--- src/rtl/core/srfx_pkg.sv ---
`timescale 1ns / 1ps

package srfx_pkg;

    localparam logic [7:0]  SYNC_A_BYTE  = 8'h55;
    localparam logic [7:0]  SYNC_B_BYTE  = 8'hAA;
    localparam logic [7:0]  TYPE_BYTE    = 8'h02;
    localparam logic [7:0]  PAD_BYTE     = 8'h00;
    localparam logic [15:0] OVERHEAD     = 16'd7;
    localparam logic [15:0] LEN_RESET    = 16'd500;
    localparam logic [15:0] LEN_HI_MASK  = 16'hFF00;
    localparam logic [15:0] LEN_LO_MASK  = 16'h00FF;

    // one accepted payload byte, classified for the back end
    typedef struct packed {
        logic [7:0] data;
        logic       first;
        logic       last;
        logic [7:0] len_hi;
        logic [7:0] len_lo;
        logic [7:0] chk;
    } srfx_entry_t;

endpackage

--- src/rtl/core/srfx_front.sv ---
`timescale 1ns / 1ps

module srfx_front
(
    input  logic                 clk,
    input  logic                 rst_n,
    input  logic                 cfg_valid,
    input  logic [15:0]          cfg_data,
    input  logic                 push,
    input  logic [7:0]           payload_byte,
    output srfx_pkg::srfx_entry_t entry
);
    import srfx_pkg::*;

    logic [15:0] payload_length_reg;
    logic [15:0] bytes_sent_reg;
    logic [15:0] bytes_sent_next;
    logic [7:0]  running_xor_reg;
    logic [7:0]  running_xor_next;
    logic [15:0] len_eff;
    logic [15:0] total;
    logic [15:0] sent_inc;
    logic [7:0]  hi;
    logic [7:0]  lo;
    logic        first;
    logic        last;
    logic [7:0]  xor_base;
    logic [7:0]  xor_new;

    always_comb
    begin
        len_eff  = (payload_length_reg == 16'd0) ? 16'd1 : payload_length_reg;
        total    = payload_length_reg + OVERHEAD;
        hi       = 8'((total & LEN_HI_MASK) >> 8);
        lo       = 8'(total & LEN_LO_MASK);
        first    = (bytes_sent_reg == 16'd0);
        sent_inc = bytes_sent_reg + 16'd1;
        last     = (sent_inc >= len_eff);
        // header bytes seed the checksum at the start of a frame
        xor_base = first ? (SYNC_A_BYTE ^ SYNC_B_BYTE ^ hi ^ lo ^ TYPE_BYTE)
                         : running_xor_reg;
        xor_new  = xor_base ^ payload_byte;

        entry.data   = payload_byte;
        entry.first  = first;
        entry.last   = last;
        entry.len_hi = hi;
        entry.len_lo = lo;
        entry.chk    = xor_new ^ PAD_BYTE;

        bytes_sent_next  = bytes_sent_reg;
        running_xor_next = running_xor_reg;
        if (push)
        begin
            bytes_sent_next  = last ? 16'd0 : sent_inc;
            running_xor_next = last ? 8'd0 : xor_new;
        end
    end

    always_ff @(posedge clk or negedge rst_n)
    begin
        if (!rst_n)
        begin
            payload_length_reg <= LEN_RESET;
            bytes_sent_reg     <= 16'd0;
            running_xor_reg    <= 8'd0;
        end
        else
        begin
            if (cfg_valid)
            begin
                payload_length_reg <= cfg_data;
            end
            bytes_sent_reg  <= bytes_sent_next;
            running_xor_reg <= running_xor_next;
        end
    end

    // a frame-ending item leaves the counter at zero
    assert property (@(posedge clk) disable iff (!rst_n)
        push && entry.last |=> bytes_sent_reg == 16'd0)
        else $error("frame counter not cleared after last item");

endmodule

--- src/rtl/core/srfx_queue.sv ---
`timescale 1ns / 1ps

module srfx_queue
(
    input  logic                 clk,
    input  logic                 rst_n,
    input  logic                 push,
    input  srfx_pkg::srfx_entry_t push_entry,
    input  logic                 pop,
    output srfx_pkg::srfx_entry_t head,
    output logic                 not_empty,
    output logic                 full
);
    import srfx_pkg::*;

    srfx_entry_t slot_reg [2];
    logic        wr_ptr_reg;
    logic        rd_ptr_reg;
    logic [1:0]  count_reg;
    logic [1:0]  count_next;

    always_comb
    begin
        head       = slot_reg[rd_ptr_reg];
        not_empty  = (count_reg != 2'd0);
        full       = (count_reg == 2'd2);
        count_next = count_reg + {1'b0, push} - {1'b0, pop};
    end

    always_ff @(posedge clk)
    begin
        if (push)
        begin
            slot_reg[wr_ptr_reg] <= push_entry;
        end
    end

    always_ff @(posedge clk or negedge rst_n)
    begin
        if (!rst_n)
        begin
            wr_ptr_reg <= 1'b0;
            rd_ptr_reg <= 1'b0;
            count_reg  <= 2'd0;
        end
        else
        begin
            if (push)
            begin
                wr_ptr_reg <= ~wr_ptr_reg;
            end
            if (pop)
            begin
                rd_ptr_reg <= ~rd_ptr_reg;
            end
            count_reg <= count_next;
        end
    end

    assert property (@(posedge clk) disable iff (!rst_n) push |-> !full)
        else $error("push into full queue");
    assert property (@(posedge clk) disable iff (!rst_n) pop |-> not_empty)
        else $error("pop from empty queue");
    assert property (@(posedge clk) disable iff (!rst_n) count_reg != 2'd3)
        else $error("queue count out of range");

endmodule

--- src/rtl/core/srfx_back.sv ---
`timescale 1ns / 1ps

module srfx_back
(
    input  logic                 clk,
    input  logic                 rst_n,
    input  srfx_pkg::srfx_entry_t head,
    input  logic                 not_empty,
    output logic                 pop,
    output logic                 frame_valid,
    input  logic                 frame_stall,
    output logic [7:0]           frame_byte,
    output logic                 frame_end
);
    import srfx_pkg::*;

    localparam logic [2:0] PH_SYNC_A = 3'd0;
    localparam logic [2:0] PH_SYNC_B = 3'd1;
    localparam logic [2:0] PH_LEN_HI = 3'd2;
    localparam logic [2:0] PH_LEN_LO = 3'd3;
    localparam logic [2:0] PH_TYPE   = 3'd4;
    localparam logic [2:0] PH_DATA   = 3'd5;
    localparam logic [2:0] PH_PAD    = 3'd6;
    localparam logic [2:0] PH_CHK    = 3'd7;

    logic [2:0] phase_reg;
    logic [2:0] phase_next;
    logic       started_reg;
    logic       started_next;
    logic       frame_valid_reg;
    logic       frame_valid_next;
    logic [7:0] frame_byte_reg;
    logic       frame_end_reg;
    logic [2:0] cur_phase;
    logic       out_free;
    logic       emit;
    logic       entry_done;
    logic [7:0] byte_sel;

    always_comb
    begin
        cur_phase  = started_reg ? phase_reg : (head.first ? PH_SYNC_A : PH_DATA);
        out_free   = !frame_valid_reg || !frame_stall;
        emit       = not_empty && out_free;
        entry_done = (cur_phase == PH_CHK) || (cur_phase == PH_DATA && !head.last);
        pop        = emit && entry_done;

        case (cur_phase)
            PH_SYNC_A: byte_sel = SYNC_A_BYTE;
            PH_SYNC_B: byte_sel = SYNC_B_BYTE;
            PH_LEN_HI: byte_sel = head.len_hi;
            PH_LEN_LO: byte_sel = head.len_lo;
            PH_TYPE:   byte_sel = TYPE_BYTE;
            PH_DATA:   byte_sel = head.data;
            PH_PAD:    byte_sel = PAD_BYTE;
            PH_CHK:    byte_sel = head.chk;
            default:   byte_sel = PAD_BYTE;
        endcase

        phase_next   = phase_reg;
        started_next = started_reg;
        if (emit)
        begin
            started_next = !entry_done;
            phase_next   = cur_phase + 3'd1;
        end

        frame_valid_next = emit || (frame_valid_reg && frame_stall);
    end

    always_ff @(posedge clk)
    begin
        if (emit)
        begin
            frame_byte_reg <= byte_sel;
            frame_end_reg  <= (cur_phase == PH_CHK);
        end
    end

    always_ff @(posedge clk or negedge rst_n)
    begin
        if (!rst_n)
        begin
            phase_reg       <= PH_SYNC_A;
            started_reg     <= 1'b0;
            frame_valid_reg <= 1'b0;
        end
        else
        begin
            phase_reg       <= phase_next;
            started_reg     <= started_next;
            frame_valid_reg <= frame_valid_next;
        end
    end

    assign frame_valid = frame_valid_reg;
    assign frame_byte  = frame_byte_reg;
    assign frame_end   = frame_end_reg;

    // the checksum byte only goes out for an item that closes a frame
    assert property (@(posedge clk) disable iff (!rst_n)
        emit && cur_phase == PH_CHK |-> head.last)
        else $error("checksum emitted for item that does not end a frame");

endmodule

--- src/rtl/core/sample_record_framer_xor.sv ---
`timescale 1ns / 1ps
// channel   signals                               dir
// payload   payload_valid, payload_stall,          in
//           payload_byte
// frame     frame_valid, frame_stall,              out
//           frame_byte, frame_end
// cfg       cfg_valid, cfg_ready, cfg_data         in (payload_length)
//
// a payload item is taken every cycle while the two-entry item queue has room
// the back end sends one byte per cycle unless frame_stall holds it: 1 byte per item,
// +5 on the first item of a frame, +2 on the last, so throughput is set by the output byte sequencer
// reset clears the frame counter, checksum, queue pointers and output valid flag and
// loads payload_length with 500
// frame_stall holds the output register; payload_stall rises when the queue is full

module sample_record_framer_xor
(
    input  logic        clk,
    input  logic        rst_n,
    input  logic        payload_valid,
    output logic        payload_stall,
    input  logic [7:0]  payload_byte,
    output logic        frame_valid,
    input  logic        frame_stall,
    output logic [7:0]  frame_byte,
    output logic        frame_end,
    input  logic        cfg_valid,
    output logic        cfg_ready,
    input  logic [15:0] cfg_data
);
    import srfx_pkg::*;

    srfx_entry_t entry;
    srfx_entry_t head;
    logic        push;
    logic        pop;
    logic        not_empty;
    logic        full;

    assign payload_stall = full;
    assign push          = payload_valid && !full;
    assign cfg_ready     = 1'b1;

    srfx_front u_front
    (
        .clk          (clk),
        .rst_n        (rst_n),
        .cfg_valid    (cfg_valid),
        .cfg_data     (cfg_data),
        .push         (push),
        .payload_byte (payload_byte),
        .entry        (entry)
    );

    srfx_queue u_queue
    (
        .clk        (clk),
        .rst_n      (rst_n),
        .push       (push),
        .push_entry (entry),
        .pop        (pop),
        .head       (head),
        .not_empty  (not_empty),
        .full       (full)
    );

    srfx_back u_back
    (
        .clk         (clk),
        .rst_n       (rst_n),
        .head        (head),
        .not_empty   (not_empty),
        .pop         (pop),
        .frame_valid (frame_valid),
        .frame_stall (frame_stall),
        .frame_byte  (frame_byte),
        .frame_end   (frame_end)
    );

endmodule
--- config.mk ---
export PLATFORM = sky130hd
export DESIGN_NAME = sample_record_framer_xor
export DESIGN_NICKNAME = d
export VERILOG_FILES = /design/src/rtl/core/srfx_pkg.sv /design/src/rtl/core/srfx_front.sv /design/src/rtl/core/srfx_queue.sv /design/src/rtl/core/srfx_back.sv /design/src/rtl/core/sample_record_framer_xor.sv
export SDC_FILE = /design/constraint.sdc
export NUM_CORES = 1
export LEC_CHECK = 0
export ABC_AREA = 1
export BUFFER_PORTS_ARGS = -buffer_cell sky130_fd_sc_hd__buf_2
export CAP_MARGIN = 30
export CORE_ASPECT_RATIO = 2
export CORE_MARGIN = 10
export CORE_UTILIZATION = 55
export CTS_CLUSTER_SIZE = 30
export DETAILED_ROUTE_END_ITERATION = 12
export HOLD_SLACK_MARGIN = 0.15
export MAX_ROUTING_LAYER = met4
export PLACE_DENSITY = 0.73
export SLEW_MARGIN = 20
export SYNTH_ARGS = -nofsm -noshare
export SYNTH_HDL_FRONTEND = slang
export SYNTH_SLANG_ARGS = --single-unit
--- constraint.sdc ---
create_clock -name clk -period 2.9 [get_ports clk]
set_input_delay 0.87 -clock clk [delete_from_list [all_inputs] [get_ports clk]]
set_output_delay 0.87 -clock clk [all_outputs]
set_load 0.05 [all_outputs]
* Yosys cells after proc, flatten, opt, wreduce, memory -nomap -nowiden
Memories as Yosys holds them, arrays and structs flattened.
Cells that the tools add are included.
** Operators by class
- Add/sub/neg operators :: 5
- Order comparisons :: 1
- Equality and inequality tests :: 8
- Mux-type cells :: 9
- Bitwise gates (word level) :: 6
- Reductions and logical operators :: 17
** Operator list (number)
- 8-bit case mux with 8 select lines :: 1
- 16-bit zero test :: 2
- 16-bit two-way mux :: 2
- 16-bit by 1-bit adder with 16-bit output, second input constant :: 1
- 16-bit by 3-bit adder with 16-bit output, second input constant :: 1
- 16-bit >= comparator :: 1
- 8-bit two-way mux :: 2
- 8-bit XOR :: 2
- 3-bit == test, second input constant :: 4
- 8-bit inverter :: 1
- 3-bit by 2-bit == test with 1-bit output, second input constant :: 2
- 3-bit two-way mux :: 2
- 1-bit logical AND :: 5
- 1-bit zero test :: 5
- 3-bit by 1-bit adder with 3-bit output, second input constant :: 1
- 3-bit by 1-bit == test with 1-bit output, second input constant :: 1
- 3-bit zero test :: 1
- 1-bit logical OR :: 3
- 1-bit inverter :: 3
- 2-bit by 1-bit adder with 2-bit output :: 1
- 2-bit == test, second input constant :: 1
- 1-bit two-way mux :: 2
- 2-bit nonzero test :: 1
- 2-bit by 1-bit subtractor with 2-bit output :: 1
** Storage, ports and cells
- Bits in registers :: 58
- Bits in writable memories :: 68
- Input bits :: 29
- Output and inout port bits :: 12
- Word-level logic and storage cells :: 58
- Memories kept :: 1
** Memories
- u_queue.slot_reg :: words 2, width 34, rd ports 1, clocked after memory_dff 0, write ports 1, line srfx_queue.sv:16 : srfx_entry_t slot_reg [2];

* Logic depth before layout (Yosys ltp)
Gate-level depths: netlist of the first run.
An unclocked memory read counts as a cell.
- Depth in word-level cells :: 8
- Gate-level depth with buffers :: 18
- Gate-level depth less buffers :: 17

* Cells and area by module
A second synthesis of the first run with hierarchy kept.
** Second synthesis, totals
- Cells, all modules :: 821
- Area, all modules :: 7139.3 um^2
** By module, submodules not included
- srfx_front :: times used 1, cells each 493, area each 3384.5 um^2, seq. area each 1008.5 um^2
- srfx_queue :: times used 1, cells each 203, area each 2772.7 um^2, seq. area each 2142.1 um^2
- srfx_back :: times used 1, cells each 121, area each 960.9 um^2, seq. area each 395.4 um^2
- sample_record_framer_xor :: times used 1, cells each 4, area each 21.3 um^2, seq. area each 0.0 um^2

* Worst setup path before layout of the first run
No wires, ideal clock.
- Kind :: input-to-reg
- Start point :: input port payload_valid
- End point :: memory u_queue.slot_reg[0][0] in the netlist's numbering, enable pin
- Setup time :: 0.425 ns
- Arrival time :: 2.600 ns
- Required time :: 2.475 ns
- Path slack :: -0.125 ns
- Cell stages on the path :: 3
- Buffers on the path :: 1
- Cell sequence :: o21ai_2 > clkbuf_1 > nor2_1
** Between the ends
- Longest elaborated chain between the ends :: 3
** RTL lines
- from (decl) :: line sample_record_framer_xor.sv:20 : input logic payload_valid,
- 1-bit logical AND :: line sample_record_framer_xor.sv:41 : assign push = payload_valid && !full;
- 1-bit two-way mux :: line srfx_queue.sv:32 : if (push)
- 1-bit two-way mux (not written as such) :: line srfx_queue.sv:34 : slot_reg[wr_ptr_reg] <= push_entry;
- to (decl) :: line srfx_queue.sv:16
Every way passes these cells.

* Worst setup path after layout of the first run
- Start point :: register u_front.bytes_sent_reg[6]
- End point :: register u_front.running_xor_reg[3]
** Between the ends
- Longest elaborated chain between the ends :: 4
- Elaborated cells on any way between the ends :: 6
- Those cells by class :: add/sub (1); order compare (1); mux (2); bitwise (1); reduce/logical (1)
** RTL lines
- from (decl) :: line srfx_front.sv:16 : logic [15:0] bytes_sent_reg;
- from (signal assigned) :: line srfx_front.sv:74 : bytes_sent_reg <= bytes_sent_next;
- parallel branches: the longest is 3 deep, another holds 16-bit by 1-bit adder with 16-bit output
- 8-bit two-way mux (*) :: line srfx_front.sv:56 : running_xor_next = last ? 8'd0 : xor_new;
- to (signal assigned) :: line srfx_front.sv:75 : running_xor_reg <= running_xor_next;
- to (decl) :: line srfx_front.sv:18 : logic [7:0] running_xor_reg;
Mark *: on every way between the ends.
A chain may end at the register's enable or synchronous reset.

==> metrics.md, run 1 <==
| Metric | Value |
|---|---|
| Layout cell share with drive strength beyond 1 | `0.223` |
| Total GRT Usage | `0.216` |
| Worst skew pair latency | `0.42 ns` |
| Mapped Avg Cell Area | `8.83 sq um` |
| Clock Tree Root | `clkbuf_16` |
| Die Y | `176 um` |
| Initial antenna violation count | `0` |
| Number of synthesized register bits | `126` |
| Slew HR | `0.572` |
| R2R Path End | `u_front.running_xor_reg[3]` |
| Drt total wl | `18.3 mm` |
| Clock Tree Buf Depth | `2` |
| Site Rows | `56` |
| CORE AREA | `11800 sq um` |
| Flop-to-flop setup slack | `0.002 ns` |
| DRC viols | `0` |
| CTS clock-pin slew for the worst setup and hold paths | `0.06 ns` |
| Grt total ovfl | `0` |
| Filler cell count | `924` |
| RSZ-0062 raised after global routing | `yes` |
| Leak | `3.76 nW` |
| Number of global-route vias before repair | `5709` |
| Outcome | `finished, final reports clean` |
| PwrDens | `1050 nW/um^2` |
| IO Count | `41` |
| Ys Warns | `0` |
| Period utilization | `0.999` |
| Final nets | `899` |
| Area growth from synthesis to layout | `21.9%` |
| Number of max-cap violations | `0` |
| First-pass GRT wire length | `28.7 mm` |
| Die W | `97.9 um` |
| Data required time of the worst path | `3.21 ns` |
| Yosys cell types | `40` |
| Drt pass-1 iters | `5` |
| Critical Path Start | `u_front.bytes_sent_reg[6]` |
| Critical path class | `reg -> reg` |
| Clk sinks | `126` |
| Port Buffers | `39` |
| Area taken by flip-flops and latches | `3550 sq um` |
| DR iter-0 viols | `333` |
| CP endpoint kind | `flop` |
| CTS H-tree lvls | `4` |
| Clock skew | `0.00988 ns` |
| Final hold violation count | `0` |
| Cell accounting for the most synthesized area | `edfxtp_1` |
| Syn Std Cell Area | `6670 sq um` |
| Setup violators final | `0` |
| Inserted Diodes | `0` |
| Number of buffers created by CTS | `17` |
| Routed Antenna Nets | `0` |
| Area occupied by multi-input gates | `2920 sq um` |
| Synth Net Count | `811` |
| Max reg flops | `68` |
| Routability cong. | `0.939` |
| Max incr delay on CP | `0.38 ns` |
| Max Slew Vio Count | `0` |
| Max Fclk | `345 MHz` |
| Cells after Synth | `755` |
| Top cells by area, synth | `edfxtp_1 (35%), dfrtp_1 (16%), nand2_1 (13%)` |
| Finished Cell Area | `8130 sq um` |
| Die area | `17200 sq um` |
| TritonCTS clock tree | `done` |
| Sequential share of the synthesized area | `0.532` |
| Crit-path max FO | `4` |
| Setup TNS | `0 ns` |
| Number of vias per cell | `5.63` |
| Vias | `5633` |
| Crit path arrival time | `3.21 ns` |
| Post-layout util | `0.690` |
| Setup ws final | `0.00165 ns` |
| HP Class | `in -> async` |
| DP HPWL | `13.5 mm` |
| Worst-path cell chain | `inv_2 > nor4_4 > buf_4 > nand3_1 > xor2_1 > inv_1 > ha_1 > nand4_1 > nor3_4 > nand2_1 > nand4_4 > clkinv_2 > nand3_1 > nand2_1` |
| Slew @ Worst Pin | `0.638 ns` |
| Placed instance area | `7200 sq um` |
| Critical Path Start Type | `flop` |
| Final min period | `2.90 ns` |
| Yosys top cell area share | `0.347` |
| Dpl ws | `-0.287 ns` |
| Reg2Reg Depth | `14` |
| Average wire per standard cell | `18.3 um` |
| Max rail drop VDD | `774 uV` |
| Reg2reg start | `u_front.bytes_sent_reg[6]` |
| Slowest stage cell, crit path | `dfrtp_2` |
| Initial core utilization | `0.566` |
| Pin count of the biggest net entering global routing | `36` |
kinds of logic (layout without fill, tap and decap cells):
logic type                 after synthesis  in the layout  synth area share
buffers and inverters                  100            201            0.0580
xor gates and xnor gates                17             17            0.0223
AOI/OAI and AO/OA                       82             82            0.0668
adders and majority gates               27             27            0.0507
other                                    1              1          0.000563
DFF                                    126            126             0.532
and+or+nand+nor                        402            402             0.270
worst max-delay path by stage:
stage	cells past startpoint	to	slack (ns)
CTS	14	u_front.running_xor_reg[1]	0.006
global route	17	u_front.bytes_sent_reg[2]	-0.13
detailed placement	14	u_front.bytes_sent_reg[13]	-0.29
floorplan	2	u_queue.slot_reg[1][0]	0.05
global placement	14	u_front.running_xor_reg[6]	-0.17
finish	14	u_front.running_xor_reg[3]	0.002
cell usage after synthesis:
cell / instances
o22ai_1: 8
buf_1: 1
nor4_2: 2
clkinv_1: 1
o21a_1: 1
inv_2: 10
o21ai_2: 2
or2_2: 2
dfrtp_1: 43
o21ai_1: 6
nor4_1: 3
nand4_1: 14
nor2_2: 5
nor2_8: 2
nor2_1: 53
or2_0: 2
xor2_1: 16
nor3_1: 9
nand3b_1: 2
ha_1: 27
xnor2_1: 1
nand3_2: 2
buf_4: 3
dfstp_2: 6
and2_1: 6
or2_1: 1
nand4_2: 1
a21oi_1: 13
nand2_2: 6
edfxtp_1: 77
clkbuf_1: 11
nor3_2: 2
nand3_1: 61
o21ai_0: 50
conb_1: 1
inv_1: 74
nand2_1: 228
nor3_4: 1
a21oi_2: 1
a21oi_4: 1
critical path, delay by kind of cell (launching register included):
family,cells,cell delay (ns)
xor+xnor,1,0.19
simple gates,8,1.40
flops,1,0.38
fa+ha+maj,1,0.33
buf+inv,4,0.47
layout by cell type (no fill, tap or decap), types with 10 or more instances in the layout:
| cell | Yosys | final |
|---|---|---|
| ha_1 | 27 | 24 |
| xor2_1 | 16 | 15 |
| o21ai_0 | 50 | 44 |
| buf_4 | 3 | 41 |
| a21oi_1 | 13 | 11 |
| dfrtp_1 | 43 | 41 |
| edfxtp_1 | 77 | 77 |
| nand2_2 | 6 | 10 |
| nor2_1 | 53 | 49 |
| inv_2 | 10 | 11 |
| clkbuf_16 | 0 | 17 |
| nand2_1 | 228 | 223 |
| nand3_1 | 61 | 56 |
| nand4_1 | 14 | 14 |
| inv_1 | 74 | 72 |
| buf_2 | 0 | 39 |
area by class of cell:
type                    instances  share of cell area
repair buffers                 82              0.0651
multi-input cells             529               0.359
clock inverters                14              0.0225
clock buffers                  18              0.0528
inverters                      85              0.0399
well taps                     145              0.0223
repair inverters                2             0.00139
flip-flops and latches        126               0.437
timing repair:
item	in CTS	in global routing
pin swaps	1	22
resized for setup	4	48
hold buffers	0	0
buffers inserted	1	13
gates cloned	0	2
setup endpoints to repair	24	25
routing by layer:
layer	up-vias	part of all wire	routed length (um)	global-route usage
li1	2685	-	-	-
met1	2662	0.33	6030	0.192
met2	217	0.56	10400	0.398
met3	69	0.044	809	0.0358
met4	0	0.063	1150	0.153
met5	-	0	0	-
where the power goes:
group	total [mW]	internal [mW]	switching, mW
clock network	2.20	1.37	0.835
logic	3.48	1.10	2.38
registers	2.88	2.62	0.258
total	8.56	5.08	3.47
stage by stage:
step           std cells  hold slack [ns]  power (mW)
3_3_place_gp         953            0.460        5.94
4_1_cts              986            0.331        8.32
5_1_grt             1001            0.341        9.07
3_5_place_dp         953            0.461        6.07
6_report            1001            0.345        8.56
2_1_floorplan        755            0.441        5.06
(Power assumes the default switching activity.)
==> run 2, diff against run 1 <==
--- a/config.mk
+++ b/config.mk
@@ -5,7 +5,6 @@
 export SDC_FILE = /design/constraint.sdc
 export NUM_CORES = 1
 export LEC_CHECK = 0
-export ABC_AREA = 1
 export BUFFER_PORTS_ARGS = -buffer_cell sky130_fd_sc_hd__buf_2
 export CAP_MARGIN = 30
 export CORE_ASPECT_RATIO = 2
==> metrics.md, run 2 <==
| Metric | Value |
|---|---|
| Routability cong. | `0.903 (-3.8%)` |
| Inserted Diodes | `0 (unchanged)` |
| Max Slew Vio Count | `0 (unchanged)` |
| Max rail drop VDD | `586 uV (-24%)` |
| Total GRT Usage | `0.212 (-0.00361)` |
| Final min period | `3.14 ns (+0.238 ns)` |
| Die area | `16700 sq um (-2.8%)` |
| Average wire per standard cell | `20.8 um (+14%)` |
| Clock Tree Root | `clkbuf_16` |
| Number of vias per cell | `6.08 (+8.1%)` |
| Commonest non-fill, non-tap cell in the layout | `edfxtp_1` |
| Number of buffers created by CTS | `17 (unchanged)` |
| Leak | `3.30 nW (-12%)` |
| Site Rows | `55 (-1.8%)` |
| Critical path class | `reg -> reg` |
| Mapped Avg Cell Area | `11.6 sq um (+32%)` |
| Number of global-route vias before repair | `5167 (-9.5%)` |
| Post-synth ARST share | `0.389 (unchanged)` |
| Die W | `96.5 um (-1.3%)` |
| Worst skew pair latency | `0.42 ns (about the same)` |
| Setup ws final | `-0.237 ns (-0.238 ns)` |
| R2R Path End | `u_front.running_xor_reg[4]` |
| Area occupied by multi-input gates | `2770 sq um (-5.1%)` |
| Port Buffers | `39 (unchanged)` |
| Synth Net Count | `610 (-25%)` |
| Layout cell share with drive strength beyond 1 | `0.277 (+0.0537)` |
| Critical Path Start Type | `flop` |
| Drt pass-1 iters | `5 (unchanged)` |
| Routed Antenna Nets | `0 (unchanged)` |
| Critical Path Start | `u_front.bytes_sent_reg[7]` |
| Cells after Synth | `554 (-27%)` |
| CTS clock-pin slew for the worst setup and hold paths | `0.06 ns (about the same)` |
| Number of synthesized flops with an enable pin | `77 (unchanged)` |
| Area growth from synthesis to layout | `22.8%` |
| CTS H-tree lvls | `4 (unchanged)` |
| Filler cell count | `850 (-8.0%)` |
| PwrDens | `1000 nW/um^2 (-4.8%)` |
| Slew HR | `0.458 (-0.113)` |
| Setup TNS | `-3.47 ns (-3.47 ns)` |
| Commonest cells post-synth | `edfxtp_1 (77), nand2_1 (51), dfrtp_1 (43), o21ai_0 (36), xnor2_1 (33)` |
| DRC viols | `0 (unchanged)` |
| Syn Std Cell Area | `6440 sq um (-3.3%)` |
| CORE AREA | `11400 sq um (-3.0%)` |
| Clock Tree Buf Depth | `2 (unchanged)` |
| Commonest cells after routing, fill and taps aside | `edfxtp_1 (77), nand2_1 (51), buf_4 (50), dfrtp_1 (43), buf_2 (39)` |
| HP Class | `in -> async` |
| Hold Buf Count CTS | `0 (unchanged)` |
| Overall Power | `7.93 mW (-7.3%)` |
| TritonCTS clock tree | `done` |
| Grt total ovfl | `0 (unchanged)` |
| Initial antenna violation count | `0 (unchanged)` |
| Period utilization | `1.08 (+0.0821)` |
| Number of max-cap violations | `0 (unchanged)` |
| Ys Warns | `0 (unchanged)` |
| Initial core utilization | `0.564 (-0.00225)` |
| Final hold violation count | `0 (unchanged)` |
| Reg2Reg Depth | `15 (+1)` |
| Pin count of the biggest net entering global routing | `50 (+39%)` |
| Drt total wl | `16.7 mm (-8.8%)` |
| First-pass GRT wire length | `26.5 mm (-7.7%)` |
| Area taken by flip-flops and latches | `3550 sq um (about the same)` |
| Reg2reg start | `u_front.bytes_sent_reg[7]` |
| Crit path arrival time | `3.44 ns (+0.23 ns)` |
| DP HPWL | `12.2 mm (-9.9%)` |
| Max Fclk | `319 MHz (-7.6%)` |
| Yosys cell types | `62 (+55%)` |
| Vias | `4885 (-13%)` |
| Sequential share of the synthesized area | `0.550 (+0.0184)` |
| Top cells by area, synth | `edfxtp_1 (36%), dfrtp_1 (17%), ha_1 (5.2%)` |
| Data required time of the worst path | `3.20 ns (about the same)` |
| DR iter-0 viols | `337 (+1.2%)` |
| Cell accounting for the most synthesized area | `edfxtp_1` |
| Die Y | `173 um (-1.5%)` |
| Yosys top cell area share | `0.359 (+0.0120)` |
| RSZ-0062 raised after global routing | `yes` |
| Clk sinks | `126 (unchanged)` |
| Most used DFF post-synth | `edfxtp_1` |
| Setup violators final | `25 (+25)` |
| Clock skew | `0.0102 ns (+0.000279 ns)` |
| IO Count | `41 (unchanged)` |
| Flop-to-flop setup slack | `-0.24 ns (-0.24 ns)` |
| Number of synthesized register bits | `126 (unchanged)` |
| Outcome | `finished with violations` |
| Slew @ Worst Pin | `0.812 ns (+0.174 ns)` |
| Max reg flops | `68 (unchanged)` |
| Violated checks | `setup timing` |
| CP endpoint kind | `flop` |
| Final nets | `704 (-22%)` |
| Most frequent cell after synthesis | `edfxtp_1` |
| Crit-path max FO | `6 (+2)` |
run 2: report_power, final:
group / leakage, nW / switching (mW) / internal (mW)
registers: 1.32 / 0.236 / 2.60
logic: 1.68 / 1.79 / 1.11
clock network: 0.301 / 0.835 / 1.37
run 2: what timing repair did:
item                                    4_1_cts  5_1_grt
endpoints found under the setup margin       23       27
buffers inserted                              6        4
resized for setup                            23        9
cloned                                        0        0
pin swaps                                     7        2
run 2: final cells by class:
cell class / instances / area share
clock buffer: 17 / 0.0538
clock inverter: 15 / 0.0237
inverter: 33 / 0.0157
multi-input combinational: 372 / 0.350
sequential: 126 / 0.448
tap: 142 / 0.0225
timing repair buffer: 98 / 0.0860
run 2: how the worst max path moves through the flow:
stage | to | slack [ns] | cells past startpoint
after detailed placement | u_front.running_xor_reg[6] | -0.20 | 15
after CTS | u_front.running_xor_reg[4] | -0.14 | 15
after global routing | u_front.running_xor_reg[2] | -0.34 | 15
after global placement | u_front.running_xor_reg[4] | -0.08 | 15
final | u_front.running_xor_reg[4] | -0.24 | 15
after floorplan | u_queue.slot_reg[0][24] | -0.20 | 14
run 2: layer usage:
| layer | up-vias | global-route usage | wire length, um |
|---|---|---|---|
| li1 | 2242 | - | - |
| met1 | 2374 | 0.202 | 5590 |
| met2 | 195 | 0.366 | 9180 |
| met5 | - | - | 0 |
| met3 | 74 | 0.0447 | 848 |
| met4 | 0 | 0.135 | 1120 |
run 2: worst max-delay path: stages, from the launching register on:
cell and delay, ns:
dfrtp_1 0.35, nand4_1 0.23, buf_4 0.23, nor4_4 0.21, and3_1 0.21, and3_4 0.20, xor2_1 0.06, ha_1 0.31
nand2_1 0.07, o21ai_2 0.14, and4b_1 0.22, o2bb2ai_2 0.13, inv_2 0.14, nor2_2 0.06, buf_6 0.14, a221o_1 0.29
run 2: metrics by stage:
stage	instance area (sq um)	hold WS [ns]	worst slack [ns]	cells	utilization
2_1_floorplan	6490	0.454	-0.203	554	-
3_3_place_gp	7120	0.464	-0.0850	761	0.624
3_5_place_dp	7120	0.470	-0.195	761	0.624
4_1_cts	7850	0.437	-0.140	799	0.687
5_1_grt	7910	0.444	-0.343	803	0.693
6_report	7910	0.434	-0.237	803	0.693
run 2: cell families (layout without fill, tap and decap cells):
kind of cell,Yosys count,after routing,share of synthesized area
and+or+nand+nor,153,153,0.122
AOI/OAI and AO/OA,116,116,0.125
muxes,25,25,0.0417
buffers and inverters,56,163,0.0344
adders and majority gates,27,27,0.0524
DFF,126,126,0.550
other,1,1,0.000582
xor gates and xnor gates,50,50,0.0734
